===== config.mk =====
export PLATFORM = sky130hd
export DESIGN_NAME = gaps_ram
export DESIGN_NICKNAME = d
export VERILOG_FILES = /design/src/rtl/core/assert_macros.svh /design/src/rtl/core/gaps_ram.sv
export SDC_FILE = /design/constraint.sdc
export NUM_CORES = 1
export LEC_CHECK = 0
export CAP_MARGIN = 20
export CORE_MARGIN = 10
export CORE_UTILIZATION = 45
export DETAILED_ROUTE_END_ITERATION = 7
export DONT_BUFFER_PORTS = 1
export SLEW_MARGIN = 10
export SYNTH_ARGS = -nofsm -noshare
export SYNTH_HDL_FRONTEND = slang
export SYNTH_SLANG_ARGS = --single-unit

===== constraint.sdc =====
create_clock -name i_clk -period 1.79 [get_ports i_clk]
set_input_delay 0.2685 -clock i_clk [delete_from_list [all_inputs] [get_ports i_clk]]
set_output_delay 0.2685 -clock i_clk [all_outputs]
set_load 0.05 [all_outputs]

===== src/rtl/core/assert_macros.svh =====
// Assertion macros used by the top RTL file of the grid path search block.
// Each macro expects a clock named i_clk; GAPS_ASSERT also expects an active-low reset named i_rst_n.
`ifndef ASSERT_MACROS_SVH
`define ASSERT_MACROS_SVH

// Check a property on every clock edge outside reset.
`define GAPS_ASSERT(lbl, prop, msg) \
    lbl: assert property (@(posedge i_clk) disable iff (!i_rst_n) prop) else $error(msg);

// Check a property on every clock edge, reset included.
`define GAPS_ASSERT_ALWAYS(lbl, prop, msg) \
    lbl: assert property (@(posedge i_clk) prop) else $error(msg);

`endif


===== src/rtl/core/gaps_ram.sv =====
// Generic single-write, single-read RAM with registered read data.
// No dependencies.
`default_nettype none

module gaps_ram #(
    parameter int WIDTH = 8,
    parameter int DEPTH = 16
) (
    input  wire logic                     i_clk,
    input  wire logic                     i_we,
    input  wire logic [$clog2(DEPTH)-1:0] i_waddr,
    input  wire logic [WIDTH-1:0]         i_wdata,
    input  wire logic [$clog2(DEPTH)-1:0] i_raddr,
    output      logic [WIDTH-1:0]         o_rdata
);

    logic [WIDTH-1:0] r_mem [DEPTH];
    logic [WIDTH-1:0] r_q;

    always_ff @(posedge i_clk) begin
        if (i_we) begin
            r_mem[i_waddr] <= i_wdata;
        end
        r_q <= r_mem[i_raddr];
    end

    assign o_rdata = r_q;

endmodule

`default_nettype wire


Word-level counts from Yosys, hierarchy flattened
Memories as Yosys holds them, arrays and structs flattened. A register that Yosys moved wholly into a read port is not among the register bits.
Cells that the tools add are included.
{"block": "totals", "regBits": 0, "ram_bits": 128, "output_inout_bits": 8, "word_cells": 3, "n_memories": 1}
{"block": "classes", "n_mux": 2}
{"memory": "r_mem", "words": 16, "word_bits": 8, "read_ports": 1, "rd_ports_with_merged_regs": 1, "write_ports": 1, "line": "gaps_ram.sv:17", "source": "logic [WIDTH-1:0] r_mem [DEPTH];"}
{"operator": "$mux W1", "n": 2}

Longest topological paths before layout
{"block": "depth", "depth_word": 2, "ltp_mapped": 5, "ltp_nobuf": 3}

Least setup slack after synthesis
OpenSTA, ideal clock, no wires.
{"block": "synth_path", "kind": "input-to-reg", "startpoint": "input i_waddr[2]", "endpoint": "memory r_mem[0][0], enable pin", "setup_ns": 0.383, "t_arrival_ns": 1.378, "slack_ns": 0.029, "path_stages": 2, "n_path_buf": 0, "path_cell_list": "or3b_2 > nor3_1"}
{"element": "start: declaration", "line": "gaps_ram.sv:11", "source": "input wire logic [$clog2(DEPTH)-1:0] i_waddr,"}
{"element": "end: declaration", "line": "gaps_ram.sv:17"}
No word-level cell before the write port.

==> results.py <==
metrics = {
    "clock_network": {
        "numCtsBuffers": 17,
        "cts_root_buf": "clkbuf_16",
        "tritoncts": "yes",
        "clockBufferDepth": 2,
        "insertion_delay_ps": 410,
        "cts.sinks": 136,
        "cts_setup_buffers": 0,
        "clk_pin_slew_ps": 60,
        "htreeDepth": 4,
    },
    "floorplan": {
        "die_h_um": 127.0,
        "die_w_um": 127.0,
        "start_util": 0.4667,
        "io_pins": 26,
        "die_area_um2": 16120,
        "rows": 38,
        "core-area_um2": 11030,
    },
    "yosys": {
        "ys_seq_area_frac": 0.7778,
        "yosys-top-cells-area": "edfxtp_1, mux4_2, mux4_1, dfxtp_1, a22oi_1",
        "netlist.area_leader.share": 0.7467,
        "synth_warnings": 0,
        "synth_edf_count": 128,
        "yosys.cell_types.count": 19,
        "synth-main-ff-cell": "edfxtp_1",
        "async_reset_ff_frac": 0,
        "synth_fp_nets": 247,
        "synth_seq_cells": 136,
        "synth_top_cell_by_area": "edfxtp_1",
        "syn_area_per_cell_um2": 22.48,
        "synthesis.area_um2": 5147,
        "synth_most_common_cell": "edfxtp_1",
        "synth_common_cells": "edfxtp_1, mux4_2, a22oi_1, mux4_1, nor2_1",
        "syn_inst": 229,
    },
    "timing": {
        "worst_slack_ps": 349.7,
        "max_freq_mhz": 694.3,
        "rsz0062_at_grt": "false",
        "setup_violations": 0,
        "hold_violations": 0,
        "maxSlewHeadroom": 0.5982,
        "worst_slew_pin_slew_ps": 600.8,
        "period_share": 0.8046,
        "period_needed_ps": 1440,
        "finalClockSkew_ps": 8.460,
        "slew_viol_final": 0,
        "tns_ps": 0,
        "hold_ws_ps": 167.6,
    },
    "detailed_routing": {
        "drt_wl_total_mm": 10.03,
        "drtPass1Iterations": 4,
        "wl_per_cell_um": 24.05,
        "drtIter0Drc": 261,
        "drc": 0,
        "ant_nets": 0,
        "vias_per_cell": 5.652,
        "num_vias": 2357,
    },
    "grt": {
        "gr-total-overflow": 0,
        "grt_pass1_vias": 2417,
        "grt_max_degree": 33,
        "grt_antenna_before_repair": 0,
        "grt_usage": 0.1299,
        "grt_pass1_wl_mm": 15.15,
    },
    "job": {
        "maxCapViolCount": 0,
    },
    "critical_path": {
        "critPathKind": "reg -> reg",
        "reg2reg_from": "r_mem[1][3]$_DFFE_PP_",
        "crit_path_start": "r_mem[1][3]$_DFFE_PP_",
        "end_kind": "register",
        "path_max_fanout": 1,
        "start_kind": "register",
        "worstPathArrival_ps": 1720,
        "critPathRequiredTime_ps": 2070,
    },
    "finish": {
        "drive_above_1_share": 0.2383,
        "final_util": 0.5499,
        "n_fill_cell": 829,
        "area_delta_synth_final_pct": 17.84,
        "antenna_cells": 0,
        "fin_cells": 417,
        "nets": 282,
    },
    "placement": {
        "gp_congestion": 0.7455,
        "portBuffers": 0,
        "place_inst": 377,
        "dp_slack_ps": 361.3,
        "hpwl_mm": 6.186,
    },
    "pwr": {
        "power.density_nw_per_um2": 1233,
        "p_leak_uw": 0.002021,
        "vdd_drop_max_mv": 0.6958,
    },
    "run_status": {
        "outcome": "finished clean",
    },
    "min_path": {
        "min-delay-start": "i_raddr[1]",
        "min_path_type": "in -> reg",
    },
}
==> sequential cells by signal, summed over array words and instances, names as in the netlist <==
| register | cells |
|---|---|
| r_mem | 128 |
| o_rdata | 8 |
==> logic make-up (layout without fill, tap and decap cells) <==
group | after synthesis | in the layout | share of synthesized area
AOI/OAI and AO/OA | 16 | 16 | 0.02334
buffers and inverters | 10 | 58 | 0.01677
DFF | 136 | 136 | 0.7778
muxes | 32 | 32 | 0.1502
and+or+nand+nor | 35 | 35 | 0.03184
==> timing repair <==
item                                   4_1_cts  5_1_grt
hold buffers                                 8        0
gates resized for setup                      0        0
endpoints found under the hold margin      128        0
==> layout make-up <==
class	instances	area [um^2]	area share
Clock buffer	20	436.7	0.07199
Clock inverter	12	177.7	0.02929
Multi-Input combinational cell	83	1057	0.1743
Sequential cell	136	4004	0.6601
Tap cell	140	175.2	0.02888
Timing Repair Buffer	26	215.2	0.03548
==> cells in the final DEF (no fill, tap or decap), drive strengths merged <==
cell and count:
nor2 13, nor2b 1, dlygate4sd3 8, and2 1, clkbuf 20, bufinv 4, nand2 9, mux4 32
clkinvlp 1, and2b 1, clkinv 7, nand3 1, edfxtp 128, nand3b 2, dfxtp 8, buf 18
nor3 4, or3b 1, a22oi 16, nand2b 2
==> final timing paths <==
path | endpoint | slack (ps) | depth (start not counted)
max reg2reg | o_rdata[3]$_DFF_P_ | 350 | 3
max | o_rdata[3]$_DFF_P_ | 350 | 3
min | o_rdata[5]$_DFF_P_ | 170 | 3
min reg2reg | o_rdata[5]$_DFF_P_ | 670 | 3
==> routing by layer <==
metal  up-vias  GRT usage  wire length [um]
met4         0    0.05827               144
met1      1228     0.1751              4436
li1       1046          -                 -
met2        73     0.1874              4750
met3        10    0.04248               697
met5         -          0                 0
==> where the power goes <==
| part | switching (uW) | internal, uW |
|---|---|---|
| clock | 1240 | 2330 |
| sequential | 100 | 3560 |
| combinational | 128 | 122 |
| total | 1470 | 6010 |
==> metrics by stage <==
stage / total power [uW] / area, um^2
final: 7479 / 6066
after global routing: 7701 / 6066
after CTS: 7544 / 6066
after detailed placement: 3931 / 5371
after global placement: 3927 / 5371
after floorplan: 3897 / 5147
==> critical path, stage by stage, from the launching register on <==
cell and delay (ps):
edfxtp_1 350, mux4_1 520, a22oi_1 350, nand2_1 100
Power figures use the tool's default switching activity.
