**src/rtl/core/assert_macros.svh**
```systemverilog
// Assertion macros used by the top RTL file of the grid path search block.
// Each macro expects a clock named i_clk; GAPS_ASSERT also expects an active-low reset named i_rst_n.
`ifndef ASSERT_MACROS_SVH
`define ASSERT_MACROS_SVH

// Check a property on every clock edge outside reset.
`define GAPS_ASSERT(lbl, prop, msg) \
    lbl: assert property (@(posedge i_clk) disable iff (!i_rst_n) prop) else $error(msg);

// Check a property on every clock edge, reset included.
`define GAPS_ASSERT_ALWAYS(lbl, prop, msg) \
    lbl: assert property (@(posedge i_clk) prop) else $error(msg);

`endif

```
**src/rtl/core/gaps_pkg.sv**
```systemverilog
// Types, constants and direction tables for the grid path search block.
// No dependencies.
`default_nettype none

package gaps_pkg;

    localparam int GRID_WIDTH_DEF  = 32;
    localparam int GRID_HEIGHT_DEF = 32;
    localparam int SKIP_COUNT_DEF  = 2;

    localparam int COST_W = 20;
    localparam logic [COST_W-1:0] COST_MAX      = 20'hFFFFF;
    localparam logic [8:0]        STEP_STRAIGHT = 9'd256;
    localparam logic [8:0]        STEP_DIAG     = 9'd362;

    localparam logic [1:0] MARK_NONE   = 2'd0;
    localparam logic [1:0] MARK_OPEN   = 2'd1;
    localparam logic [1:0] MARK_CLOSED = 2'd2;

    localparam logic [3:0] DIR_NONE = 4'd15;
    localparam logic [3:0] DIR_SELF = 4'd4;
    localparam logic [3:0] DIR_LAST = 4'd8;

    // Offset codes: column part is d/3, row part is d%3; 0 means +1, 1 none, 2 means -1
    localparam logic [1:0] OFS_PLUS  = 2'd0;
    localparam logic [1:0] OFS_ZERO  = 2'd1;
    localparam logic [1:0] OFS_MINUS = 2'd2;

    localparam logic [9:0] LIST_MAX = 10'd1023;

    localparam logic [1:0] CMD_WRITE = 2'd0;
    localparam logic [1:0] CMD_RUN   = 2'd1;
    localparam logic [1:0] CMD_READ  = 2'd2;

    localparam logic [1:0] REG_START_X = 2'd0;
    localparam logic [1:0] REG_START_Y = 2'd1;
    localparam logic [1:0] REG_GOAL_X  = 2'd2;
    localparam logic [1:0] REG_GOAL_Y  = 2'd3;

    typedef struct packed {
        logic [1:0] command;
        logic [4:0] cell_x;
        logic [4:0] cell_y;
        logic       blocked;
        logic [9:0] waypoint_index;
    } t_in_item;

    typedef struct packed {
        logic       found;
        logic [9:0] waypoint_count;
        logic [4:0] point_x;
        logic [4:0] point_y;
        logic       index_valid;
    } t_out_item;

    typedef struct packed {
        logic [1:0]        mark;
        logic [3:0]        dir;
        logic [COST_W-1:0] g;
        logic [COST_W-1:0] f;
    } t_node;

    function automatic logic [1:0] dir_col(input logic [3:0] d);
        logic [1:0] r;
        case (d)
            4'd0, 4'd1, 4'd2: r = OFS_PLUS;
            4'd6, 4'd7, 4'd8: r = OFS_MINUS;
            default:          r = OFS_ZERO;
        endcase
        return r;
    endfunction

    function automatic logic [1:0] dir_row(input logic [3:0] d);
        logic [1:0] r;
        case (d)
            4'd0, 4'd3, 4'd6: r = OFS_PLUS;
            4'd2, 4'd5, 4'd8: r = OFS_MINUS;
            default:          r = OFS_ZERO;
        endcase
        return r;
    endfunction

endpackage

`default_nettype wire

```
**src/rtl/core/gaps_heur.sv**
```systemverilog
// Euclidean heuristic unit: round(sqrt(dx*dx+dy*dy)*256), saturated to 20 bits.
// One shared multiplier for the squares, then one root bit per cycle. Uses gaps_pkg.
`default_nettype none

module gaps_heur
    import gaps_pkg::*;
#(
    parameter int MW = 5
) (
    input  wire logic              i_clk,
    input  wire logic              i_rst_n,
    input  wire logic              i_start,
    input  wire logic [MW-1:0]     i_dx,
    input  wire logic [MW-1:0]     i_dy,
    output      logic              o_done,
    output      logic [COST_W-1:0] o_h
);

    localparam int VW = 2 * MW + 18;
    localparam int SW = 2 * MW + 1;

    localparam logic [1:0] H_IDLE  = 2'd0;
    localparam logic [1:0] H_SQY   = 2'd1;
    localparam logic [1:0] H_ROOT  = 2'd2;
    localparam logic [1:0] H_ROUND = 2'd3;

    logic [1:0]        r_st, n_st;
    logic [MW-1:0]     r_dy, n_dy;
    logic [SW-1:0]     r_acc, n_acc;
    logic [VW-1:0]     r_v, n_v;
    logic [VW-1:0]     r_r, n_r;
    logic [VW-1:0]     r_bit, n_bit;
    logic              r_done, n_done;
    logic [COST_W-1:0] r_h, n_h;

    logic [MW-1:0]   mul_a;
    logic [2*MW-1:0] mul_p;
    logic [VW-1:0]   trial;
    logic [VW-1:0]   rounded;

    assign mul_a   = (r_st == H_IDLE) ? i_dx : r_dy;
    assign mul_p   = mul_a * mul_a;
    assign trial   = r_r + r_bit;
    assign rounded = r_r + ((r_v > r_r) ? VW'(1) : VW'(0));

    always_comb begin
        n_st   = r_st;
        n_dy   = r_dy;
        n_acc  = r_acc;
        n_v    = r_v;
        n_r    = r_r;
        n_bit  = r_bit;
        n_done = 1'b0;
        n_h    = r_h;
        case (r_st)
            H_IDLE: begin
                if (i_start) begin
                    n_acc = SW'(mul_p);
                    n_dy  = i_dy;
                    n_st  = H_SQY;
                end
            end
            H_SQY: begin
                n_v   = VW'(r_acc + SW'(mul_p)) << 16;
                n_r   = '0;
                n_bit = VW'(1) << (VW - 2);
                n_st  = H_ROOT;
            end
            H_ROOT: begin
                if (r_bit == '0) begin
                    n_st = H_ROUND;
                end else begin
                    if (r_v >= trial) begin
                        n_v = r_v - trial;
                        n_r = (r_r >> 1) + r_bit;
                    end else begin
                        n_r = r_r >> 1;
                    end
                    n_bit = r_bit >> 2;
                end
            end
            H_ROUND: begin
                // r_v holds the remainder v - r*r here
                n_h    = (rounded > VW'(COST_MAX)) ? COST_MAX : rounded[COST_W-1:0];
                n_done = 1'b1;
                n_st   = H_IDLE;
            end
            default: n_st = H_IDLE;
        endcase
    end

    always_ff @(posedge i_clk) begin
        if (!i_rst_n) begin
            r_st   <= H_IDLE;
            r_done <= 1'b0;
        end else begin
            r_st   <= n_st;
            r_done <= n_done;
        end
        r_dy  <= n_dy;
        r_acc <= n_acc;
        r_v   <= n_v;
        r_r   <= n_r;
        r_bit <= n_bit;
        r_h   <= n_h;
    end

    assign o_done = r_done;
    assign o_h    = r_h;

endmodule

`default_nettype wire

```
**config.mk**
```make
export PLATFORM = sky130hd
export DESIGN_NAME = gaps_heur
export DESIGN_NICKNAME = d
export VERILOG_FILES = /design/src/rtl/core/assert_macros.svh /design/src/rtl/core/gaps_pkg.sv /design/src/rtl/core/gaps_heur.sv
export SDC_FILE = /design/constraint.sdc
export NUM_CORES = 1
export LEC_CHECK = 0
export ABC_CLOCK_PERIOD_IN_PS = 4600
export BUFFER_PORTS_ARGS = -buffer_cell sky130_fd_sc_hd__buf_2
export CAP_MARGIN = 30
export CORE_ASPECT_RATIO = 1.2
export CORE_MARGIN = 1
export CORE_UTILIZATION = 50
export DETAILED_ROUTE_END_ITERATION = 6
export GPL_TIMING_DRIVEN = 0
export PLACE_DENSITY = 0.74
export SETUP_SLACK_MARGIN = 0.15
export SLEW_MARGIN = 20
export SYNTH_ARGS = -nofsm -noshare
export SYNTH_HDL_FRONTEND = slang
export SYNTH_SLANG_ARGS = --single-unit
```
**constraint.sdc**
```tcl
create_clock -name i_clk -period 4.6 [get_ports i_clk]
set_input_delay 0.46 -clock i_clk [delete_from_list [all_inputs] [get_ports i_clk]]
set_output_delay 0.46 -clock i_clk [all_outputs]
set_load 0.01 [all_outputs]
```
# == Word-level counts from Yosys, hierarchy flattened ==
# Index checks and enable logic that the tools add are counted.
# totals
ff_bits,122
in_bits,13
out_inout_bits,21
wordCells,45
# op_classes
addsub,5
n_mul,1
magnitude_cmp,3
n_eq_ne,7
mux,14
n_reduce_logical,7
# op_table
op,count
$pmux 28 s2,3
$mux 28,5
$add 27x28->28,1
$add 28x1->28,1
$add 28x28->28,1
$ge 28x28->1,1
$gt 28x20->1 const B,1
$gt 28x28->1,1
$logic_not 28->1,1
$sub 28x28->28,1
$add 10x10->11,1
$mul 5x5->10,1
$ne 2x2->1 const B,4
$pmux 2 s4,1
$reduce_and 2->1,3
$mux 5,1
$eq 2x2->1 const B,2
$mux 2,2
$reduce_and 3->1,1
$eq 2x1->1 const B,1
$logic_not 2->1,1
$mux 1,2
$reduce_bool 2->1,1

# == Depth between registers and ports, before layout ==
# Gate-level depths: netlist of the first run.
# depth
depth_word,5
depth_mapped,24
mapped_depth_nobuf,22

# == Least setup slack after synthesis of the first run ==
# No wires, ideal clock.
# synth_path
kind,register to register
from,reg r_st[0]
to,reg r_v[25] (data pin)
setup_time_ns,0.270
arrival_time_ns,4.796
required_time_ns,4.330
setup_slack_ns,-0.466
path_stages_with_launch,24
path_cell_list,dfxtp_1 -> inv_1 -> ha_1 -> clkbuf_1 -> clkbuf_1 -> a21oi_1 -> inv_1 -> nand2_1 -> fa_1 -> inv_1 -> fa_1 -> fa_1 -> ha_1 -> a21o_1 -> a21oi_1 -> o21bai_1 -> a21oi_1 -> xnor2_1 -> ha_1 -> a21o_1 -> a31oi_1 -> xnor2_1 -> nand2_1 -> o31ai_1
# synth_via
elab_chain_cells,5
# synth_rtl
element,line,rtl
"start, declared",gaps_heur.sv:27,"logic [1:0] r_st, n_st;"
"start signal, assigned",gaps_heur.sv:97,r_st <= n_st;
$logic_not 2->1,gaps_heur.sv:41,assign mul_a = (r_st == H_IDLE) ? i_dx : r_dy;
$mux 5,gaps_heur.sv:41,
net mul_a[0],gaps_heur.sv:36,logic [MW-1:0] mul_a;
$mul 5x5->10,gaps_heur.sv:42,assign mul_p = mul_a * mul_a;
net mul_p[8],gaps_heur.sv:37,logic [2*MW-1:0] mul_p;
$add 10x10->11,gaps_heur.sv:64,n_v = VW'(r_acc + SW'(mul_p)) << 16;
$pmux 28 s2,gaps_heur.sv:55,case (r_st)
net n_v[25],gaps_heur.sv:30,"logic [VW-1:0] r_v, n_v;"
"end signal, assigned",gaps_heur.sv:102,r_v <= n_v;
"end, declared",gaps_heur.sv:30,
# The timed path passes the listed nets, and every way through them passes these cells.
# A chain may end at the register's enable or synchronous reset.

# == Final worst setup path of the first run ==
# layout_path
from,reg r_st[1]
to,reg r_v[26] (data pin)
# layout_via
elab_chain_cells,5
# layout_rtl
element,line
$logic_not 2->1,gaps_heur.sv:41
$mux 5,gaps_heur.sv:41
$mul 5x5->10,gaps_heur.sv:42
net mul_p[8],gaps_heur.sv:37
$add 10x10->11,gaps_heur.sv:64
$pmux 28 s2,gaps_heur.sv:55
net n_v[26],gaps_heur.sv:30
# The timed path passes the listed nets, and every way through them passes these cells.

==> run_results.csv, run 1 <==
group,metric,value,unit
drt,wire_per_inst,19.3,um
timing,clock_skew,0.0137,ns
drt,viasPerCell,6.04,
cts,cts.clk_slew.worst_paths,0.08,ns
hold_path,hp-start,"i_dy[3]",
synth,synth_enable_flop_cells,104,
synth,synth.most_common_cell,"ha_1",
synth,synth-compound-area-share,0.168,
setup_path,r2r-start,"r_st[1]",
setup_path,critical_path_class,"flop to flop",
synth,yosys_warnings,0,
timing,relSlewSlack,0.422,
grt,use_met3,0.0257,
setup_path,crit_arrival,4.87,ns
setup_path,cp-startpoint,"r_st[1]",
synth,synth_top_area_share,0.343,
setup_path,worstSetupEndpointType,"flop",
synth,syn_area,9100,um^2
die,fp-row-count,53,
flow_run,cap_violations,0,
cells_and_area,drive_above_1_share,0.297,
grt,grt_usage,0.249,
cells_and_area,fillers,1307,
synth,synth_ff_type,"edfxtp_1",
synth,synth.net_count,1082,
synth,synth_seq_cells,107,
setup_path,critPathMaxFanout,7,
die,start_util,0.516,
grt,use_met2,0.451,
cells_and_area,multi_input_area,6460,um^2
drt,wirelength,25300,um
drt,firstDrtPassIters,7,
grt,grt_pass1_wl,36300,um
place,pre_cts_slack,-1.13,ns
cts,cts_hold_buffers,0,
synth,synth-xor-area-share,0.0991,
hold_path,hp-class,"primary input to flop",
synth,post_synth_mux_area_share,0.00811,
timing,timing.hold.ws,0.271,ns
synth,ys_top_cells_by_count,"ha_1, edfxtp_1, nor2_1",
setup_path,timing.critical_path.required,4.68,ns
timing,drv_slew,0,
grt,grt_max_degree,31,
place,port_buffers,33,
cells_and_area,post-route-util,0.664,
drt,final_antenna_net_count,0,
run_status,status,"complete, but fails checks",
synth,ys_seq_area_frac,0.350,
timing,rsz0062_at_grt,"true",
die,core_area,17600,um^2
grt,grt_pass1_vias,7270,
timing,timing.fmax,209,MHz
synth,synth_area_leaders,"edfxtp_1, ha_1, xnor2_1",
drt,drc,0,
cells_and_area,register_area,3190,um^2
timing,tns,-0.640,ns
die,pin_count,34,
timing,worst_slew_pin_slew,0.867,ns
cts,cts_num_sinks,107,
cts,clk_latency,0.37,ns
cts,htreeDepth,3,
synth,synth-simple-area-share,0.171,
grt,busiest_layer,"met2",
setup_path,crit_path_start_kind,"flop",
timing,hold_viol,0,
cells_and_area,syn2layout_area_growth,28.7,%
cts,clk_path_buf_depth,2,
grt,met1_usage,0.298,
timing,period_minus_slack,4.79,ns
cells_and_area,nNetsFinal,1216,
timing,period_share,1.04,
die,die_area,18700,um^2
die,die_x,125,um
cts,cts_buffers,9,
run_status,violations,"setup timing",
drt,drt_iter0_drc,583,
drt,route.vias.total,7927,
place,dpl.hpwl,16600,um
synth,yosys.area.top_type,"edfxtp_1",
synth,synth_top_family_by_area,"simple AND/OR/NAND/NOR gates",
synth,syn_area_per_cell,9.55,um^2
place,place_congestion,0.962,
grt,antenna_found_initial,0,
cts,root_buffer,"clkbuf_16",
cts,cts_tree,"yes",
synth,async_flop_share,0,
synth,synth-adder-area-share,0.164,
synth,synth_cell_type_count,74,
cells_and_area,diodes,0,
timing,setup_viol,4,
timing,fin_ws,-0.194,ns
die,die_h,150,um
synth,synthCells,953,
grt,grt-ovfl-total,0,
[kinds of logic (layout without fill, tap and decap cells)]
kind of cell             count (synthesis)  after routing
flip-flops                             107            107
adder cells (fa/ha/maj)                116            116
multiplexers                             7              7
AO/OA/AOI/OAI                          228            229
AND/OR/NAND/NOR                        305            305
XOR/XNOR                               103            103
buffers and inverters                   87            225
[sequential cells by signal (all words and copies together), names as in the netlist]
name    cells
o_done      1
r_st        2
r_bit      14
r_r        28
r_v        28
r_acc       9
r_dy        5
o_h        20
[placed cells by master, fill, tap and decap left out, types with 10 or more instances in the layout]
cell type,synthesis,final
buf_2,6,36
ha_4,0,16
and3_1,10,10
o21a_1,10,10
nor2b_1,18,17
a21oi_1,55,44
and2_1,18,18
nand2_2,11,14
o21ai_0,42,26
xnor2_1,75,62
edfxtp_1,104,104
xnor2_2,0,11
inv_2,4,12
a31oi_1,21,13
xor2_1,28,28
a21o_1,27,26
nor2_1,89,74
ha_1,111,91
nand4_1,20,20
nand2_1,70,59
nor2_4,0,11
buf_4,3,76
buf_6,1,10
o21ai_2,2,10
clkbuf_16,0,17
nand3_1,20,18
inv_1,52,43
[metal layers]
metal  part of all wire  vias to the layer above
li1                   -                     3762
met1               0.39                     3745
met2               0.49                      329
met3              0.059                       91
met4              0.056                        0
met5                  0                        -
[what timing repair did]
item                       CTS  global route
resized for setup           74           146
setup buffers               43            38
setup endpoints to repair   87            85
pin swaps                   25            66
cloned                       1             6
[stage by stage]
stage,instance area (um^2),cells
floorplan,9160,953
global placement,9600,1206
detailed placement,9620,1207
CTS,10600,1267
global route,11700,1312
finish,11700,1312
[worst max-delay path, stage by stage (launching register included)]
cell and delay [ns]:
dfxtp_2 0.34, inv_2 0.05, ha_4 0.16, clkbuf_16 0.15, clkbuf_16 0.16, nand2b_4 0.14, nand2_2 0.06, nand2_2 0.06
fa_1 0.52, inv_2 0.04, fa_1 0.47, fa_1 0.55, ha_4 0.22, a21o_1 0.16, a21oi_2 0.15, o21bai_1 0.09
a21oi_2 0.17, xnor2_2 0.14, ha_1 0.28, buf_4 0.15, buf_6 0.10, nor2b_1 0.12, o21ai_1 0.14, a22oi_1 0.09
[final timing paths]
path	endpoint	slack [ns]	depth (start not counted)
min reg2reg	r_bit[6]	0.65	1
max reg2reg	r_v[26]	-0.19	23
min	r_dy[3]	0.27	1
max	r_v[26]	-0.19	23
[final cells by class]
| type | count | area share |
|---|---|---|
| Buffer | 30 | 0.0242 |
| Clock buffer | 9 | 0.0192 |
| Clock inverter | 7 | 0.00492 |
| Inverter | 57 | 0.0185 |
| Multi-Input combinational cell | 760 | 0.552 |
| Sequential cell | 107 | 0.272 |
| Tap cell | 220 | 0.0235 |
| Timing Repair Buffer | 122 | 0.0856 |
Power of run 1 is left out: the tool's default activity adds up to more than one toggle a clock period on the data nets, which glitch-free logic cannot reach.
==> inputs of run 2 (changes only) <==
ABC_CLOCK_PERIOD_IN_PS = 5700   (was 4600)
PLACE_DENSITY = 0.69   (was 0.74)
clock period = 5.7 ns   (was 4.6 ns; I/O delays follow)
==> run 2 against run 1 <==
  * The run now ends clean
  * Final cell count decreased by 6.6%
  * Clock skew decreased by 0.0049 ns
  * Critical endpoint is now r_v[25]
  * Die area unchanged
  * First-iteration DRC count fell by 13%
  * Flip-flop and latch count unchanged
  * Final area decreased by 15%
  * Count of clock-buffer cells in the layout stayed put
  * Non-clock buffer count down 86
  * Critical path depth unchanged
==> run_results.csv, run 2 (synthesis results as in run 1) <==
group,metric,value,unit
grt,grt_max_degree,29,
die,pin_count,34,
cts,clk_latency,0.37,ns
place,port_buffers,33,
place,pre_cts_slack,-0.0235,ns
setup_path,timing.critical_path.required,5.79,ns
cts,cts.clk_slew.worst_paths,0.08,ns
cts,clk_path_buf_depth,2,
grt,grt_pass1_vias,6885,
place,dpl.hpwl,16600,um
grt,busiest_layer,"met2",
cts,cts_num_sinks,107,
grt,grt-ovfl-total,0,
cts,root_buffer,"clkbuf_16",
grt,use_met3,0.0215,
cts,cts_buffers,9,
drt,final_antenna_net_count,0,
grt,grt_usage,0.235,
timing,setup_viol,0,
setup_path,critPathMaxFanout,10,
timing,fin_ws,0.490,ns
grt,met1_usage,0.298,
setup_path,worstSetupEndpointType,"flop",
cells_and_area,nNetsFinal,1130,
die,die_h,150,um
setup_path,crit_arrival,5.30,ns
drt,drc,0,
flow_run,cap_violations,0,
cts,cts_tree,"yes",
die,die_x,125,um
drt,firstDrtPassIters,7,
cells_and_area,drive_above_1_share,0.120,
die,fp-row-count,53,
die,die_area,18700,um^2
grt,use_met2,0.411,
cells_and_area,syn2layout_area_growth,9.46,%
setup_path,critical_path_class,"flop to flop",
timing,drv_slew,0,
timing,period_minus_slack,5.21,ns
timing,worst_slew_pin_slew,0.873,ns
timing,rsz0062_at_grt,"false",
drt,wire_per_inst,17.5,um
place,place_congestion,0.931,
run_status,status,"finished, final reports clean",
cts,htreeDepth,3,
die,core_area,17600,um^2
grt,antenna_found_initial,0,
hold_path,hp-class,"primary input to flop",
timing,relSlewSlack,0.418,
drt,wirelength,21400,um
drt,viasPerCell,5.85,
timing,timing.fmax,192,MHz
setup_path,crit_path_start_kind,"flop",
timing,period_share,0.914,
cts,cts_hold_buffers,0,
die,start_util,0.516,
cells_and_area,final_common_cell,"ha_1",
grt,grt_pass1_wl,34300,um
drt,drt_iter0_drc,508,
cells_and_area,diodes,0,
drt,route.vias.total,7175,
timing,hold_viol,0,
timing,clock_skew,0.00886,ns
timing,timing.hold.ws,0.377,ns
cells_and_area,final_cell_mix,"ha_1, edfxtp_1, nor2_1",
-- run 2: cell count changes in the layout (fill, tap and decap cells not counted), sizes merged --
| cell | previous run | this run |
|---|---|---|
| buf | 131 | 47 |
| clkbuf | 30 | 28 |
| clkinv | 4 | 2 |
| clkinvlp | 0 | 2 |
| bufinv | 0 | 1 |
| inv | 60 | 59 |
-- run 2: final cells by class --
type,count,area [um^2]
fillers,1612,7680
clock inverters,7,85.1
flip-flops and latches,107,3190
multi-input cells,760,5610
plain buffers,30,164
repair buffers,36,204
well taps,220,275
inverters,57,214
clock buffers,9,225
-- run 2: layer usage --
layer	wire (um)	vias up
met2	10400	189
met4	529	0
met3	927	29
met1	9560	3386
li1	-	3571
met5	0	-
-- run 2: final timing paths --
| check | endpoint | cells past startpoint | slack [ns] | startpoint |
|---|---|---|---|---|
| max | r_v[25] | 23 | 0.49 | r_st[0] |
| min | r_dy[4] | 1 | 0.38 | i_dy[4] |
| min reg2reg | r_st[0] | 1 | 0.56 | r_st[0] |
| max reg2reg | r_v[25] | 23 | 0.49 | r_st[0] |
-- run 2: what timing repair did --
action                                  4_1_cts  5_1_grt
setup buffers                                 0        1
pin swaps                                     0        2
gates cloned                                  0        1
resized for setup                             2       16
endpoints found under the setup margin       30       39
-- run 2: critical path, stage by stage, from the launching register on --
cell	delay (ns)
dfxtp_2	0.36
inv_1	0.06
ha_1	0.19
clkbuf_2	0.17
clkbuf_4	0.21
nand2b_1	0.18
nand2_1	0.08
nand2_1	0.09
fa_1	0.54
inv_1	0.05
fa_1	0.47
fa_1	0.56
ha_4	0.22
a21o_1	0.19
a21oi_2	0.18
o21bai_1	0.08
a21oi_1	0.18
xnor2_1	0.17
ha_1	0.32
a21o_1	0.19
a31oi_1	0.18
xnor2_1	0.10
nand2_1	0.08
o31ai_1	0.08
-- run 2: per-stage QoR --
stage	util	std cells	TNS (ns)	area (um^2)
6_report	0.565	1226	0	9960
3_3_place_gp	0.541	1206	-13.27	9540
5_1_grt	0.565	1226	0	9960
4_1_cts	0.561	1224	0	9890
2_1_floorplan	-	953	0	9100
3_5_place_dp	0.543	1208	-0.603	9570
Power of run 2 is left out for the same reason.
==> inputs of run 3 (changes only) <==
CTS_BUF_LIST = sky130_fd_sc_hd__clkbuf_8   (was not set)
PLACE_DENSITY = not set   (was 0.69)
PLACE_DENSITY_LB_ADDON = 0.05   (was not set)
==> run 3 against run 2 <==
  * The flow now finishes with violations (DRC)
  * Flip-flop and latch count unchanged
  * Die area unchanged
  * Maximum frequency decreased by 0.62%
  * Final cell count about the same
  * Highest routed layer unchanged
  * Setup slack got worse by 0.032 ns
  * Critical endpoint is now r_v[17]
  * Largest cell class unchanged
  * First-iteration DRC count decreased by 19%
  * Non-clock buffer count decreased by 1
  * Routed wire length increased by 6.6%
==> run_results.csv, run 3 (synthesis results as in run 1) <==
group,metric,value,unit
run_status,status,"complete, but fails checks",
run_status,violations,"DRC",
cts,cts.clk_slew.worst_paths,0.12,ns
grt,grt_usage,0.256,
cells_and_area,stdcell_area,9830,um^2
drt,wl_met3,914,um
timing,rsz0062_at_grt,"false",
die,fp-row-count,53,
cts,clk_path_buf_depth,2,
drt,wire_per_inst,18.7,um
place,port_buffers,33,
cells_and_area,nNetsFinal,1129,
timing,period_share,0.920,
grt,grt_pass1_wl,36500,um
setup_path,crit_arrival,5.33,ns
setup_path,cp_cell_sequence,"ha_1 -> a31o_2 -> a31oi_1 -> o21bai_2 -> inv_1 -> o21ai_1 -> inv_1 -> o21ai_0 -> xnor2_1 -> ha_1 -> clkbuf_1 -> nand4_1 -> or4_1 -> a21oi_2 -> nor4b_2 -> o21bai_4 -> clkbuf_4 -> a22o_4",
setup_path,path_buf_inv,4,
cells_and_area,drive_above_1_share,0.115,
die,start_util,0.516,
cells_and_area,syn2layout_area_growth,8.09,%
setup_path,crit_path_start_kind,"flop",
cts,root_buffer,"clkbuf_8",
drt,drc,2,
place,place_congestion,0.928,
setup_path,critical-path-top-delay-family,"compound AO/OA/AOI/OAI gates",
setup_path,critical_path_class,"flop to flop",
cts,cts_num_sinks,107,
drt,met2_length,11000,um
timing,hold_viol,0,
place,dpl.hpwl,18000,um
flow_run,cap_violations,0,
place,dpl-instance-area,9570,um^2
setup_path,critPathMaxFanout,14,
setup_path,regToRegSetupSlack,0.46,ns
drt,firstDrtPassIters,7,
timing,clock_skew,0.0168,ns
drt,final_antenna_net_count,0,
drt,drt_iter0_drc,409,
timing,drv_slew,0,
drt,wirelength,22900,um
cts,htreeDepth,3,
die,die_h,150,um
grt,antenna_found_initial,0,
drt,route.vias.total,7167,
timing,period_minus_slack,5.24,ns
cells_and_area,final_common_cell,"ha_1",
die,die_x,125,um
drt,met1_length,9950,um
grt,grt_pass1_vias,7090,
cells_and_area,diodes,0,
setup_path,worstSetupEndpointType,"flop",
die,pin_count,34,
cts,cts_tree,"yes",
grt,grt_max_degree,25,
setup_path,slowest_stage,"or4_1",
cts,clk_latency,0.40,ns
cts,cts_buffers,9,
drt,viasPerCell,5.85,
hold_path,hp-class,"primary input to flop",
drt,top_layer,"met4",
die,die_area,18700,um^2
setup_path,slowest_delay,0.58,ns
timing,timing.fmax,191,MHz
timing,setup_viol,0,
grt,grt-ovfl-total,0,
cells_and_area,final_cell_mix,"ha_1, edfxtp_1, nor2_1",
timing,relSlewSlack,0.431,
die,core_area,17600,um^2
cells_and_area,fillers,1594,
timing,worst_slew_pin_slew,0.853,ns
setup_path,timing.critical_path.required,5.79,ns
[run 3: changes by cell type in the layout (fill, tap and decap cells not counted), moves of 2 or more]
cell	change
clkbuf_8	+9
clkbuf_16	-9
clkinv_4	+2
clkinvlp_4	-2
[run 3: per-stage QoR]
stage / cells / setup TNS (ns) / setup WS (ns) / utilization / hold slack (ns)
4_1_cts: 1224 / 0 / 0.179 / 0.555 / 0.328
5_1_grt: 1225 / 0 / 0.168 / 0.558 / 0.322
2_1_floorplan: 953 / 0 / 0.634 / - / 0.528
6_report: 1225 / 0 / 0.457 / 0.558 / 0.346
3_5_place_dp: 1207 / -4.78 / -0.172 / 0.542 / 0.567
3_3_place_gp: 1206 / -16.85 / -0.604 / 0.541 / 0.555
[run 3: path summary, 6_finish.rpt]
path | start | endpoint | cells after the start
setup / recovery | r_r[2] | r_v[17] | 18
hold / removal | i_dy[1] | r_dy[1] | 1
setup reg to reg | r_r[2] | r_v[17] | 18
hold reg to reg | r_st[1] | r_st[1] | 2
[run 3: cell type report]
| type | instances | area, um^2 | area share |
|---|---|---|---|
| Buffer | 30 | 164 | 0.0167 |
| Clock buffer | 9 | 124 | 0.0126 |
| Clock inverter | 7 | 76.3 | 0.00776 |
| Inverter | 57 | 214 | 0.0218 |
| Multi-Input combinational cell | 760 | 5590 | 0.568 |
| Sequential cell | 107 | 3190 | 0.324 |
| Tap cell | 220 | 275 | 0.0280 |
| Timing Repair Buffer | 35 | 208 | 0.0211 |
[run 3: worst reg2reg max path: stages, from the launching register on]
cell	delay, ns
edfxtp_1	0.54
ha_1	0.39
a31o_2	0.18
a31oi_1	0.14
o21bai_2	0.30
inv_1	0.08
o21ai_1	0.25
inv_1	0.07
o21ai_0	0.21
xnor2_1	0.12
ha_1	0.29
clkbuf_1	0.27
nand4_1	0.16
or4_1	0.58
a21oi_2	0.23
nor4b_2	0.10
o21bai_4	0.32
clkbuf_4	0.39
a22o_4	0.31
[run 3: layer usage]
| metal | up-vias | track usage |
|---|---|---|
| met4 | 0 | 0.124 |
| li1 | 3577 | - |
| met1 | 3396 | 0.310 |
| met5 | - | 0 |
| met2 | 148 | 0.450 |
| met3 | 46 | 0.0365 |
[run 3: repair_timing]
action / in CTS / in global routing
cloned: 1 / 0
endpoints found under the setup margin: 31 / 51
buffers inserted: 0 / 0
hold buffers: 0 / 0
resized for setup: 3 / 13
pin swaps: 0 / 0
Power of run 3 is left out for the same reason.
